[src/hw/rtl/aire_pkg.sv]
`default_nettype none
// ----------------------------------------------------------------------------
// aire_pkg: shared definitions for the array insert/remove engine
// Field widths, action and status codes, and the controller command type.
// ----------------------------------------------------------------------------
package aire_pkg;

	// Fixed field widths.
	localparam int ACT_W   = 2;
	localparam int POS_W   = 4;
	localparam int VAL_W   = 32;
	localparam int STAT_W  = 2;
	localparam int ECNT_W  = 5;

	// Default number of entries.
	localparam int DEPTH_DEF = 16;

	// Action codes.
	localparam logic [ACT_W-1:0] ACT_INSERT = 2'd0;
	localparam logic [ACT_W-1:0] ACT_REMOVE = 2'd1;
	localparam logic [ACT_W-1:0] ACT_READ   = 2'd2;

	// Status codes.
	localparam logic [STAT_W-1:0] ST_DONE  = 2'd0;
	localparam logic [STAT_W-1:0] ST_RANGE = 2'd1;
	localparam logic [STAT_W-1:0] ST_FULL  = 2'd2;

	// Commands from the controller to the datapath.
	typedef struct packed {
		logic load;   // capture an accepted item
		logic exec;   // apply the captured item and load the result register
	} aire_cmd_t;

endpackage

`default_nettype wire

[src/hw/rtl/aire_req_if.sv]
`default_nettype none
// ----------------------------------------------------------------------------
// aire_req_if: request channel
// Carries one operation item with a valid/ready handshake.
// ----------------------------------------------------------------------------
interface aire_req_if;
	import aire_pkg::*;

	logic                    valid;
	logic                    ready;
	logic [ACT_W-1:0]        action;
	logic [POS_W-1:0]        position;
	logic signed [VAL_W-1:0] new_value;

	modport source (output valid, output action, output position, output new_value,
		input ready);
	modport sink (input valid, input action, input position, input new_value,
		output ready);
endinterface

`default_nettype wire

[src/hw/rtl/aire_rsp_if.sv]
`default_nettype none
// ----------------------------------------------------------------------------
// aire_rsp_if: response channel
// Carries one result item with a valid/ready handshake.
// ----------------------------------------------------------------------------
interface aire_rsp_if;
	import aire_pkg::*;

	logic                    valid;
	logic                    ready;
	logic [STAT_W-1:0]       status;
	logic [ECNT_W-1:0]       entry_count;
	logic signed [VAL_W-1:0] read_value;

	modport source (output valid, output status, output entry_count, output read_value,
		input ready);
	modport sink (input valid, input status, input entry_count, input read_value,
		output ready);
endinterface

`default_nettype wire

[src/hw/rtl/aire_ctrl.sv]
`default_nettype none
// ----------------------------------------------------------------------------
// aire_ctrl: sequencing controller
// Accepts one item, executes it once the result register is free, and
// tracks the valid flag of the result register.
// ----------------------------------------------------------------------------
module aire_ctrl
	import aire_pkg::*;
(
	input  wire logic clk,
	input  wire logic arst_n,
	input  wire logic in_valid,
	output logic      in_ready,
	output logic      out_valid,
	input  wire logic out_ready,
	output aire_cmd_t cmd
);

	typedef enum logic [1:0] {
		S_IDLE = 2'b01,
		S_EXEC = 2'b10
	} state_t;

	state_t state_q;
	state_t state_d;
	logic   out_vld_q;
	logic   out_free;

	assign in_ready  = (state_q == S_IDLE);
	assign out_valid = out_vld_q;
	assign out_free  = !out_vld_q || out_ready;

	// Next state and datapath commands.
	always_comb begin
		state_d  = state_q;
		cmd.load = 1'b0;
		cmd.exec = 1'b0;
		unique case (state_q)
			S_IDLE: begin
				if (in_valid) begin
					cmd.load = 1'b1;
					state_d  = S_EXEC;
				end
			end
			S_EXEC: begin
				if (out_free) begin
					cmd.exec = 1'b1;
					state_d  = S_IDLE;
				end
			end
			default: begin
				state_d = S_IDLE;
			end
		endcase
	end

	// State register and result valid flag.
	always_ff @(posedge clk or negedge arst_n) begin
		if (!arst_n) begin
			state_q   <= S_IDLE;
			out_vld_q <= 1'b0;
		end else begin
			state_q <= state_d;
			if (cmd.exec) begin
				out_vld_q <= 1'b1;
			end else if (out_ready) begin
				out_vld_q <= 1'b0;
			end
		end
	end

endmodule

`default_nettype wire

[src/hw/rtl/aire_dpath.sv]
`default_nettype none
// ----------------------------------------------------------------------------
// aire_dpath: entry array datapath
// Holds the captured item, the row of entry cells that shift in parallel,
// the entry count and the result register.
// ----------------------------------------------------------------------------
module aire_dpath
	import aire_pkg::*;
#(
	parameter int DEPTH = DEPTH_DEF
) (
	input  wire logic                    clk,
	input  wire logic                    arst_n,
	input  wire aire_cmd_t               cmd,
	input  wire logic [ACT_W-1:0]        in_action,
	input  wire logic [POS_W-1:0]        in_position,
	input  wire logic signed [VAL_W-1:0] in_new_value,
	output logic [STAT_W-1:0]            out_status,
	output logic [ECNT_W-1:0]            out_entry_count,
	output logic signed [VAL_W-1:0]      out_read_value
);

	localparam int CNT_W = $clog2(DEPTH + 1);
	localparam int IDX_W = $clog2(DEPTH);
	localparam int CMP_W = (CNT_W > POS_W) ? CNT_W : POS_W;

	// Captured item.
	logic [ACT_W-1:0]        act_q;
	logic [POS_W-1:0]        pos_q;
	logic [VAL_W-1:0]        val_q;

	logic [VAL_W-1:0]        ent_q [DEPTH];
	logic [CNT_W-1:0]        cnt_q;

	logic [CMP_W-1:0]        pos_ext;
	logic [CMP_W-1:0]        cnt_cmp;
	logic [CNT_W+ECNT_W-1:0] cnt_wide;
	logic                    do_ins;
	logic                    do_rem;
	logic [STAT_W-1:0]       stat_d;
	logic [VAL_W-1:0]        rd_d;
	logic [CNT_W-1:0]        cnt_d;

	always_ff @(posedge clk) begin
		if (cmd.load) begin
			act_q <= in_action;
			pos_q <= in_position;
			val_q <= in_new_value;
		end
	end

	assign pos_ext = CMP_W'(pos_q);
	assign cnt_cmp = CMP_W'(cnt_q);

	// Decode the operation and check the position against the count.
	always_comb begin
		do_ins = 1'b0;
		do_rem = 1'b0;
		stat_d = ST_DONE;
		rd_d   = '0;
		cnt_d  = cnt_q;
		unique case (act_q)
			ACT_INSERT: begin
				if (pos_ext > cnt_cmp) begin
					stat_d = ST_RANGE;
				end else if (cnt_cmp == CMP_W'(DEPTH)) begin
					stat_d = ST_FULL;
				end else begin
					do_ins = 1'b1;
					cnt_d  = cnt_q + 1'b1;
				end
			end
			ACT_REMOVE: begin
				if (pos_ext >= cnt_cmp) begin
					stat_d = ST_RANGE;
				end else begin
					do_rem = 1'b1;
					cnt_d  = cnt_q - 1'b1;
				end
			end
			ACT_READ: begin
				if (pos_ext >= cnt_cmp) begin
					stat_d = ST_RANGE;
				end else begin
					rd_d = ent_q[pos_ext[IDX_W-1:0]];
				end
			end
			default: begin
				// Unused action code: no change, done status.
			end
		endcase
	end

	// Entry cells: each takes its lower or upper neighbor, or the new value.
	for (genvar i = 0; i < DEPTH; i++) begin : g_cell
		logic above;
		logic at;
		assign above = (CMP_W'(i) > pos_ext);
		assign at    = (CMP_W'(i) == pos_ext);

		always_ff @(posedge clk) begin
			if (cmd.exec) begin
				if (do_ins && at) begin
					ent_q[i] <= val_q;
				end
				if (i > 0) begin
					if (do_ins && above) begin
						ent_q[i] <= ent_q[(i > 0) ? i - 1 : 0];
					end
				end
				if (i < DEPTH - 1) begin
					if (do_rem && (above || at)) begin
						ent_q[i] <= ent_q[(i < DEPTH - 1) ? i + 1 : i];
					end
				end
			end
		end
	end

	// Entry count.
	always_ff @(posedge clk or negedge arst_n) begin
		if (!arst_n) begin
			cnt_q <= '0;
		end else if (cmd.exec) begin
			cnt_q <= cnt_d;
		end
	end

	assign cnt_wide = {{ECNT_W{1'b0}}, cnt_d};

	// Result register.
	always_ff @(posedge clk) begin
		if (cmd.exec) begin
			out_status      <= stat_d;
			out_entry_count <= cnt_wide[ECNT_W-1:0];
			out_read_value  <= rd_d;
		end
	end

endmodule

`default_nettype wire

[src/hw/rtl/array_insert_remove_engine_top.sv]
`default_nettype none
// ----------------------------------------------------------------------------
// A request is captured, then executed into the result register; the
// controller handles one item at a time (capture cycle, then execute cycle
// that waits for a free result register) and takes no new item until then.
// Entries past an insert point or from a removed one on move one place at once.
// Reset (arst_n, async, active low) clears the count and the handshake state;
// entry contents are left as they are and are never read before being written.
// ----------------------------------------------------------------------------
module array_insert_remove_engine_top
	import aire_pkg::*;
#(
	parameter int DEPTH = DEPTH_DEF
) (
	input  wire logic clk,
	input  wire logic arst_n,
	aire_req_if.sink  req,
	aire_rsp_if.source rsp
);

	aire_cmd_t cmd;

	// Controller.
	aire_ctrl u_ctrl (
		.clk       (clk),
		.arst_n    (arst_n),
		.in_valid  (req.valid),
		.in_ready  (req.ready),
		.out_valid (rsp.valid),
		.out_ready (rsp.ready),
		.cmd       (cmd)
	);

	// Datapath.
	aire_dpath #(
		.DEPTH (DEPTH)
	) u_dpath (
		.clk             (clk),
		.arst_n          (arst_n),
		.cmd             (cmd),
		.in_action       (req.action),
		.in_position     (req.position),
		.in_new_value    (req.new_value),
		.out_status      (rsp.status),
		.out_entry_count (rsp.entry_count),
		.out_read_value  (rsp.read_value)
	);

endmodule

`default_nettype wire

[src/flat_wrapper.sv]
// flat-port wrapper written by rule: the top's interface ports become plain ports
module array_insert_remove_engine_top_flat import aire_pkg::*;
#(
	parameter int DEPTH = DEPTH_DEF
)
  (clk, arst_n, req_valid, req_action, req_position, req_new_value, req_ready, rsp_valid, rsp_status, rsp_entry_count, rsp_read_value, rsp_ready);
  aire_req_if req_i ();
  aire_rsp_if rsp_i ();
  input  wire logic clk;
  input  wire logic arst_n;
  input wire logic [$bits(req_i.valid)-1:0] req_valid;
  input wire logic [$bits(req_i.action)-1:0] req_action;
  input wire logic [$bits(req_i.position)-1:0] req_position;
  input wire logic [$bits(req_i.new_value)-1:0] req_new_value;
  output wire logic [$bits(req_i.ready)-1:0] req_ready;
  output wire logic [$bits(rsp_i.valid)-1:0] rsp_valid;
  output wire logic [$bits(rsp_i.status)-1:0] rsp_status;
  output wire logic [$bits(rsp_i.entry_count)-1:0] rsp_entry_count;
  output wire logic [$bits(rsp_i.read_value)-1:0] rsp_read_value;
  input wire logic [$bits(rsp_i.ready)-1:0] rsp_ready;
  assign req_i.valid = req_valid;
  assign req_i.action = req_action;
  assign req_i.position = req_position;
  assign req_i.new_value = req_new_value;
  assign req_ready = req_i.ready;
  assign rsp_valid = rsp_i.valid;
  assign rsp_status = rsp_i.status;
  assign rsp_entry_count = rsp_i.entry_count;
  assign rsp_read_value = rsp_i.read_value;
  assign rsp_i.ready = rsp_ready;
  array_insert_remove_engine_top #(.DEPTH(DEPTH)) u_core (.clk(clk), .arst_n(arst_n), .req(req_i), .rsp(rsp_i));
endmodule
[config.mk]
export PLATFORM = sky130hd
export DESIGN_NAME = array_insert_remove_engine_top_flat
export DESIGN_NICKNAME = d
export VERILOG_FILES = /design/src/hw/rtl/aire_pkg.sv /design/src/hw/rtl/aire_req_if.sv /design/src/hw/rtl/aire_rsp_if.sv /design/src/hw/rtl/aire_ctrl.sv /design/src/hw/rtl/aire_dpath.sv /design/src/hw/rtl/array_insert_remove_engine_top.sv /design/src/flat_wrapper.sv
export SDC_FILE = /design/constraint.sdc
export NUM_CORES = 1
export LEC_CHECK = 0
export BUFFER_PORTS_ARGS = -buffer_cell sky130_fd_sc_hd__buf_2
export CAP_MARGIN = 20
export CELL_PAD_IN_SITES_DETAIL_PLACEMENT = 0
export CELL_PAD_IN_SITES_GLOBAL_PLACEMENT = 2
export CORE_ASPECT_RATIO = 2
export CORE_UTILIZATION = 46
export CTS_CLUSTER_SIZE = 25
export DETAILED_ROUTE_END_ITERATION = 6
export MAX_ROUTING_LAYER = met4
export PLACE_DENSITY = 0.95
export SLEW_MARGIN = 0
export SYNTH_ARGS = -nofsm -noshare
export SYNTH_HDL_FRONTEND = slang
export SYNTH_SLANG_ARGS = --single-unit
export TNS_END_PERCENT = 20
[constraint.sdc]
create_clock -name clk -period 14.8 [get_ports clk]
set_input_delay 1.48 -clock clk [delete_from_list [all_inputs] [get_ports clk]]
set_output_delay 1.48 -clock clk [all_outputs]
set_load 0.02 [all_outputs]
==> results of run 1 <==
==> stage by stage <==
| stage | utilization (%) | total power (W) | hold WS, ns | area, µm² | instances |
|---|---|---|---|---|---|
| after CTS | 50.5 | 0.00405 | 0.547 | 35700 | 3893 |
| after detailed placement | 47.8 | 0.00253 | 0.522 | 33900 | 3790 |
| after floorplan | - | 0.00233 | 0.489 | 32900 | 3011 |
| after global routing | 50.5 | 0.00415 | 0.592 | 35800 | 3896 |
| final | 50.5 | 0.00405 | 0.546 | 35800 | 3898 |
| after global placement | 47.6 | 0.00251 | 0.546 | 33700 | 3783 |
==> worst min-delay path by stage <==
stage / slack [ns] / end / from / depth (start not counted)
after floorplan: 0.49 / u_core.u_ctrl.state_q[1] / u_core.u_ctrl.state_q[1] / 1
after global placement: 0.55 / u_core.u_ctrl.out_valid / u_core.u_ctrl.out_valid / 2
after detailed placement: 0.52 / u_core.u_ctrl.out_valid / u_core.u_ctrl.out_valid / 2
after CTS: 0.55 / u_core.u_ctrl.out_valid / u_core.u_ctrl.out_valid / 2
after global routing: 0.59 / u_core.u_ctrl.out_valid / u_core.u_ctrl.out_valid / 2
final: 0.55 / u_core.u_ctrl.out_valid / u_core.u_ctrl.out_valid / 2
==> cells by family (layout without fill, tap and decap cells) <==
logic type / count (synthesis) / after routing
mux: 321 / 321
other cells: 0 / 4
flops: 597 / 597
buf+inv: 278 / 251
fa+ha+maj: 11 / 11
simple gates: 1315 / 1315
xor+xnor: 1 / 1
compound gates: 488 / 488
==> cell usage in the layout, fill, tap and decap left out, types with 6 or more instances in the layout <==
| cell type | netlist | layout |
|---|---|---|
| nand2_1 | 740 | 722 |
| edfxtp_1 | 589 | 589 |
| nor2_1 | 463 | 458 |
| a31oi_1 | 353 | 353 |
| mux4_2 | 160 | 160 |
| a21oi_1 | 112 | 110 |
| mux2i_1 | 97 | 97 |
| buf_2 | 103 | 82 |
| mux2_2 | 64 | 64 |
| clkbuf_16 | 0 | 58 |
| buf_4 | 12 | 46 |
| and3_1 | 43 | 43 |
| nand2_2 | 8 | 25 |
| clkinv_2 | 0 | 12 |
| clkbuf_1 | 131 | 12 |
| ha_1 | 11 | 11 |
| inv_1 | 9 | 9 |
| nor3_1 | 10 | 9 |
| clkinv_1 | 0 | 9 |
| nand3_2 | 5 | 8 |
| bufinv_16 | 0 | 8 |
| buf_12 | 0 | 8 |
| dfrtp_1 | 7 | 7 |
| nor2_4 | 0 | 6 |
| and2_2 | 0 | 6 |
==> layer usage <==
metal | routed length (µm) | global-route usage (%)
met1 | 39000 | 35.9
met2 | 62600 | 58.8
met3 | 9150 | 5.88
met4 | 13000 | 29.9
met5 | 0 | -
==> final cells by class <==
| cell class | instances | area [µm²] |
|---|---|---|
| clock buffers | 70 | 1500 |
| multi-input cells | 2136 | 13900 |
| fillers | 6361 | 35000 |
| clock inverters | 33 | 375 |
| flip-flops and latches | 597 | 17900 |
| inverters | 10 | 37.5 |
| repair buffers | 138 | 958 |
| diodes | 4 | 10.0 |
| well taps | 910 | 1140 |
==> registers in the layout, indices dropped and copies added (netlist names) <==
signal                          flops
u_core.u_dpath.pos_q                4
u_core.u_dpath.out_status           2
u_core.u_dpath.act_q                2
u_core.u_dpath.out_read_value      32
u_core.u_dpath.ent_q              512
u_core.u_dpath.val_q               32
u_core.u_dpath.out_entry_count      5
u_core.u_ctrl.out_valid             1
u_core.u_dpath.cnt_cmp              5
u_core.u_ctrl.state_q               2
==> worst min-delay path: cells and delay by family, from the launching register on <==
kind | cells | cell delay, ns
DFF | 1 | 0.35
and+or+nand+nor | 2 | 0.17
==> Yosys cell counts, types with 2 or more instances <==
cell type / count / area share, %
clkbuf_1: 131 / 1.5
inv_1: 9 / 0.10
nand2_2: 8 / 0.15
mux2i_1: 97 / 3.0
o22ai_1: 2 / 0.038
dfrtp_1: 7 / 0.53
buf_2: 103 / 1.6
buf_1: 8 / 0.091
buf_4: 12 / 0.27
and3_1: 43 / 0.82
nor2_1: 463 / 5.3
nand4_1: 2 / 0.038
a21oi_1: 112 / 1.7
nor3_2: 5 / 0.15
edfxtp_1: 589 / 54
buf_6: 14 / 0.48
o21ai_1: 3 / 0.046
nand2_1: 740 / 8.4
and2_1: 10 / 0.19
or2_2: 3 / 0.057
nand3_2: 5 / 0.15
nor2b_1: 2 / 0.038
o21ai_0: 6 / 0.091
mux4_2: 160 / 11
nand2b_1: 6 / 0.11
ha_1: 11 / 0.42
nor3_1: 10 / 0.15
o21a_1: 2 / 0.046
mux2_2: 64 / 2.2
a31oi_1: 353 / 6.7
nand3_1: 8 / 0.12
==> report_power, final <==
part	switching [W]	total [W]	internal, W
clock	0.000693	0.00155	0.000856
sequential	0.0000825	0.00201	0.00192
combinational	0.000301	0.000496	0.000195
==> impl_metrics.ini, run 1 <==
[status]
status = complete, but fails checks
violations = design-rule violations

[clock_network]
tritoncts = yes
htreeDepth = 2
cts_hold_buf = 0
cts_setup_buffers = 0
clk_latency_ns = 0.65
path_clk_slew_ns = 0.07
cts_buffers = 56
ctsResizeCount = 0
clock_path_buffers = 3
clk_root_buffer_cell = clkbuf_16
cts_sinks = 597

[routing]
route.detailed.drc = 13
routedWlPerCell_um = 31.8
drt_iter0_drc = 2694
ant_nets = 0
via_per_inst = 6.63
vias = 25900
routed_wl_um = 124000
dr.pass1.iters = 7

[synthesis]
ys_seq_area_share_pct = 54.4
ys_seq_elements = 597
synth_compound_area_share_pct = 8.95
synth_adder_area_share_pct = 0.419
avgSynthCellArea_um2 = 10.9
synthMuxAreaShare_pct = 16.1
synthesis.nets = 3064
netlist_area_um2 = 32900
synth_top_flop_cell = edfxtp_1
synth_xor_area_share_pct = 0.0266
synth_top_family_by_area = multiplexers
yosys.area_share.simple_pct = 16.1
yosysUniqueCellTypes = 54
synth-edff-count = 589
synth_warnings = 0
synthCells = 3011
async_flop_share_pct = 1.34

[grt]
globalRouteOverflowTotal = 0
first_global_vias = 25700
grt_pass1_wl_um = 179000
antenna_found_initial = 3
grt_max_degree = 100
grt_use_total_pct = 35.4

[power_and_ir_drop]
power.leakage_nw = 13.0
powerDensity_nw_per_um2 = 113
irDropWorstVdd_mv = 0.0986

[placement]
dp_slack_ns = 9.50
hpwl_um = 80000
io_buffers = 82
gp_congestion = 0.947

[floorplanning]
dieWidth_um = 191
die_area_um2 = 72600
rows = 138
die_y_um = 380
initial_utilization_pct = 46.4
ios = 83
coreArea_um2 = 70800

[worst_setup_path]
critPathKind = reg -> reg
reg2reg_to = u_core.u_dpath.ent_q[14][9]
critPathSlowestCell = nand2_2
ff2ff_path_depth = 10
critPathMaxFanout = 45
critical_path_depth = 10
crit_path_end = u_core.u_dpath.ent_q[14][9]
worst_path_largest_cell_delay_ns = 1.04
crit_path_start_kind = register
path_cells = buf_4 -> ha_1 -> nor2_1 -> a211oi_4 -> o21a_1 -> buf_4 -> nor2_4 -> buf_16 -> nand2_2 -> nand2_2
required_ns = 15.04
endpoint_kind = register
reg2reg_from = u_core.u_dpath.pos_q[2]
crit_buf_inv = 3
r2r_slack_ns = 9.96
cp-startpoint = u_core.u_dpath.pos_q[2]
crit_arrival_ns = 5.08
crit_family = simple AND/OR/NAND/NOR gates

[sta]
timing.final.crit_share_pct = 32.7
drv_slew = 0
slew-limit-headroom_pct = 25.3
worstMarginPinSlew_ns = 1.12
rsz0062_at_grt = no
post-route-min-period_ns = 4.84
timing.fmax_ghz = 0.207
finClkSkew_ns = 0.0349
worst_slack_ns = 9.96
timing.setup.tns_ns = 0
finalHoldViolations = 0
finalSetupViolations = 0

[layout]
nNetsFinal = 2992
syn2layout_area_growth_pct = 8.78
layout-drive-gt1-share_pct = 17.2

[min_path]
hold_path_class = reg -> reg

[job]
timing.max_cap.violations = 0
(Power assumes the default switching activity.)
==> run 2, diff against run 1 <==
--- a/config.mk
+++ b/config.mk
@@ -10,11 +10,11 @@
 export CELL_PAD_IN_SITES_DETAIL_PLACEMENT = 0
 export CELL_PAD_IN_SITES_GLOBAL_PLACEMENT = 2
 export CORE_ASPECT_RATIO = 2
-export CORE_UTILIZATION = 46
+export CORE_UTILIZATION = 43
 export CTS_CLUSTER_SIZE = 25
 export DETAILED_ROUTE_END_ITERATION = 6
 export MAX_ROUTING_LAYER = met4
-export PLACE_DENSITY = 0.95
+export PLACE_DENSITY = 0.92
 export SLEW_MARGIN = 0
 export SYNTH_ARGS = -nofsm -noshare
 export SYNTH_HDL_FRONTEND = slang
==> constraint.sdc (replaced) <==
create_clock -name clk -period 4.7 [get_ports clk]
set_input_delay 0.47 -clock clk [delete_from_list [all_inputs] [get_ports clk]]
set_output_delay 0.47 -clock clk [all_outputs]
set_load 0.02 [all_outputs]
==> impl_metrics.ini, run 2 (synthesis gave the netlist of run 1 again) <==
[layout]
fillers = 6920
syn2layout_area_growth_pct = 11.1
nNetsFinal = 3045
largestRegisters = u_core.u_dpath.ent_q (512), u_core.u_dpath.out_read_value (32), u_core.u_dpath.val_q (32)
layout_commonest_cell = nand2_1
mostFrequentLayoutCells = nand2_1 (721), edfxtp_1 (589), nor2_1 (458)
largest_reg_flops = 512
layout-drive-gt1-share_pct = 18.4
regMostFlops = u_core.u_dpath.ent_q
post-route-util_pct = 48.2

[worst_setup_path]
reg2reg_from = u_core.u_dpath.cnt_cmp[2]
crit_path_start_kind = register
crit_arrival_ns = 4.32
required_ns = 5.05
critPathKind = reg -> reg
critPathMaxFanout = 27
cp-startpoint = u_core.u_dpath.cnt_cmp[2]
endpoint_kind = register

[placement]
hpwl_um = 78000
io_buffers = 82
gp_congestion = 0.943
dp_slack_ns = 0.778

[grt]
grt_use_total_pct = 33.9
first_global_vias = 26400
grt_pass1_wl_um = 181000
antenna_found_initial = 8
grt_max_degree = 142
globalRouteOverflowTotal = 0

[clock_network]
clk_root_buffer_cell = clkbuf_16
clock_path_buffers = 3
htreeDepth = 2
ctsResizeCount = 0
tritoncts = yes
cts_sinks = 597
clk_latency_ns = 0.66
cts_buffers = 55
path_clk_slew_ns = 0.07

[floorplanning]
initial_utilization_pct = 43.3
die_y_um = 393
dieWidth_um = 198
rows = 143
coreArea_um2 = 75900
ios = 83
die_area_um2 = 77600

[routing]
routedWlPerCell_um = 31.4
route.detailed.drc = 0
via_per_inst = 6.58
vias = 26700
routed_wl_um = 127000
dr.pass1.iters = 6
ant_nets = 0
drt_iter0_drc = 3670

[job]
timing.max_cap.violations = 0

[sta]
finClkSkew_ns = 0.0383
slew-limit-headroom_pct = 22.5
timing.fmax_ghz = 0.252
drv_slew = 0
worstMarginPinSlew_ns = 1.16
post-route-min-period_ns = 3.97
finalHoldViolations = 0
finalSetupViolations = 0
worst_slack_ns = 0.733
timing.final.crit_share_pct = 84.4
rsz0062_at_grt = no

[power_and_ir_drop]
power.leakage_nw = 13.3
irDropWorstVdd_mv = 0.298
powerDensity_nw_per_um2 = 348

[status]
status = complete, no violations

[min_path]
hold_path.startpoint = req_new_value[26]
hold_path_class = in -> reg
==> run 2: repair_timing <==
action / 4_1_cts / 5_1_grt
buffers inserted: 0 / 0
endpoints found under the hold margin: 22 / 2
hold buffers: 15 / 2
==> run 2: routing by layer <==
layer  GRT usage, %  up-vias  share of wire, %
met4           25.7        0               9.3
met3           5.57      676               9.4
met5              -        -                 0
li1               -    11000                 -
met1           35.2    13000                31
met2           57.3     2019                50
==> run 2: through the flow <==
step	power (W)	instance area (µm²)	instances	TNS (ns)	hold slack, ns
after global routing	0.0130	36500	4054	0	0.00620
after detailed placement	0.00796	34500	3933	0	0.332
after CTS	0.0127	36500	4051	0	0.000404
after global placement	0.00791	34500	3932	0	0.330
after floorplan	0.00735	32900	3011	-6.10	0.174
final	0.0127	36500	4054	0	0.00133
==> run 2: final cells by class <==
class | instances | area (µm²) | share of cell area, %
Tap cell | 1015 | 1270 | 3.48
Clock buffer | 60 | 1420 | 3.88
Timing Repair Buffer | 192 | 1600 | 4.39
Clock inverter | 43 | 442 | 1.21
Multi-Input combinational cell | 2136 | 13900 | 38.0
Antenna cell | 1 | 2.50 | 0.00685
Inverter | 10 | 37.5 | 0.103
Sequential cell | 597 | 17900 | 49.0
==> run 2: report_power, final <==
part | internal [W] | leakage [nW] | switching [W] | total (W)
Combinational | 0.000638 | 7.00 | 0.000986 | 0.00162
Clock | 0.00262 | 0.897 | 0.00221 | 0.00483
Sequential | 0.00605 | 5.42 | 0.000208 | 0.00626
Total | 0.00931 | 13.3 | 0.00340 | 0.0127
==> run 2: final timing paths <==
path	slack [ns]	cells after the start	end
worst max register to register	0.73	8	u_core.u_dpath.ent_q[0][13]
worst min-delay path	0.001	1	u_core.u_dpath.val_q[26]
worst min register to register	0.55	2	u_core.u_ctrl.out_valid
max in group asynchronous	4.23	2	u_core.u_ctrl.state_q[0]
min in group asynchronous	0.23	2	u_core.u_dpath.cnt_cmp[4]
worst max-delay path	0.73	8	u_core.u_dpath.ent_q[0][13]
==> run 2: worst max-delay path, cell delays in order, from the launching register on <==
cell      delay [ns]
dfrtp_1         0.57
inv_1           0.15
ha_1            0.32
nor2_1          0.23
a211oi_4        0.11
nor4_4          0.64
nand2_4         0.45
o21ai_4         0.90
buf_12          0.27
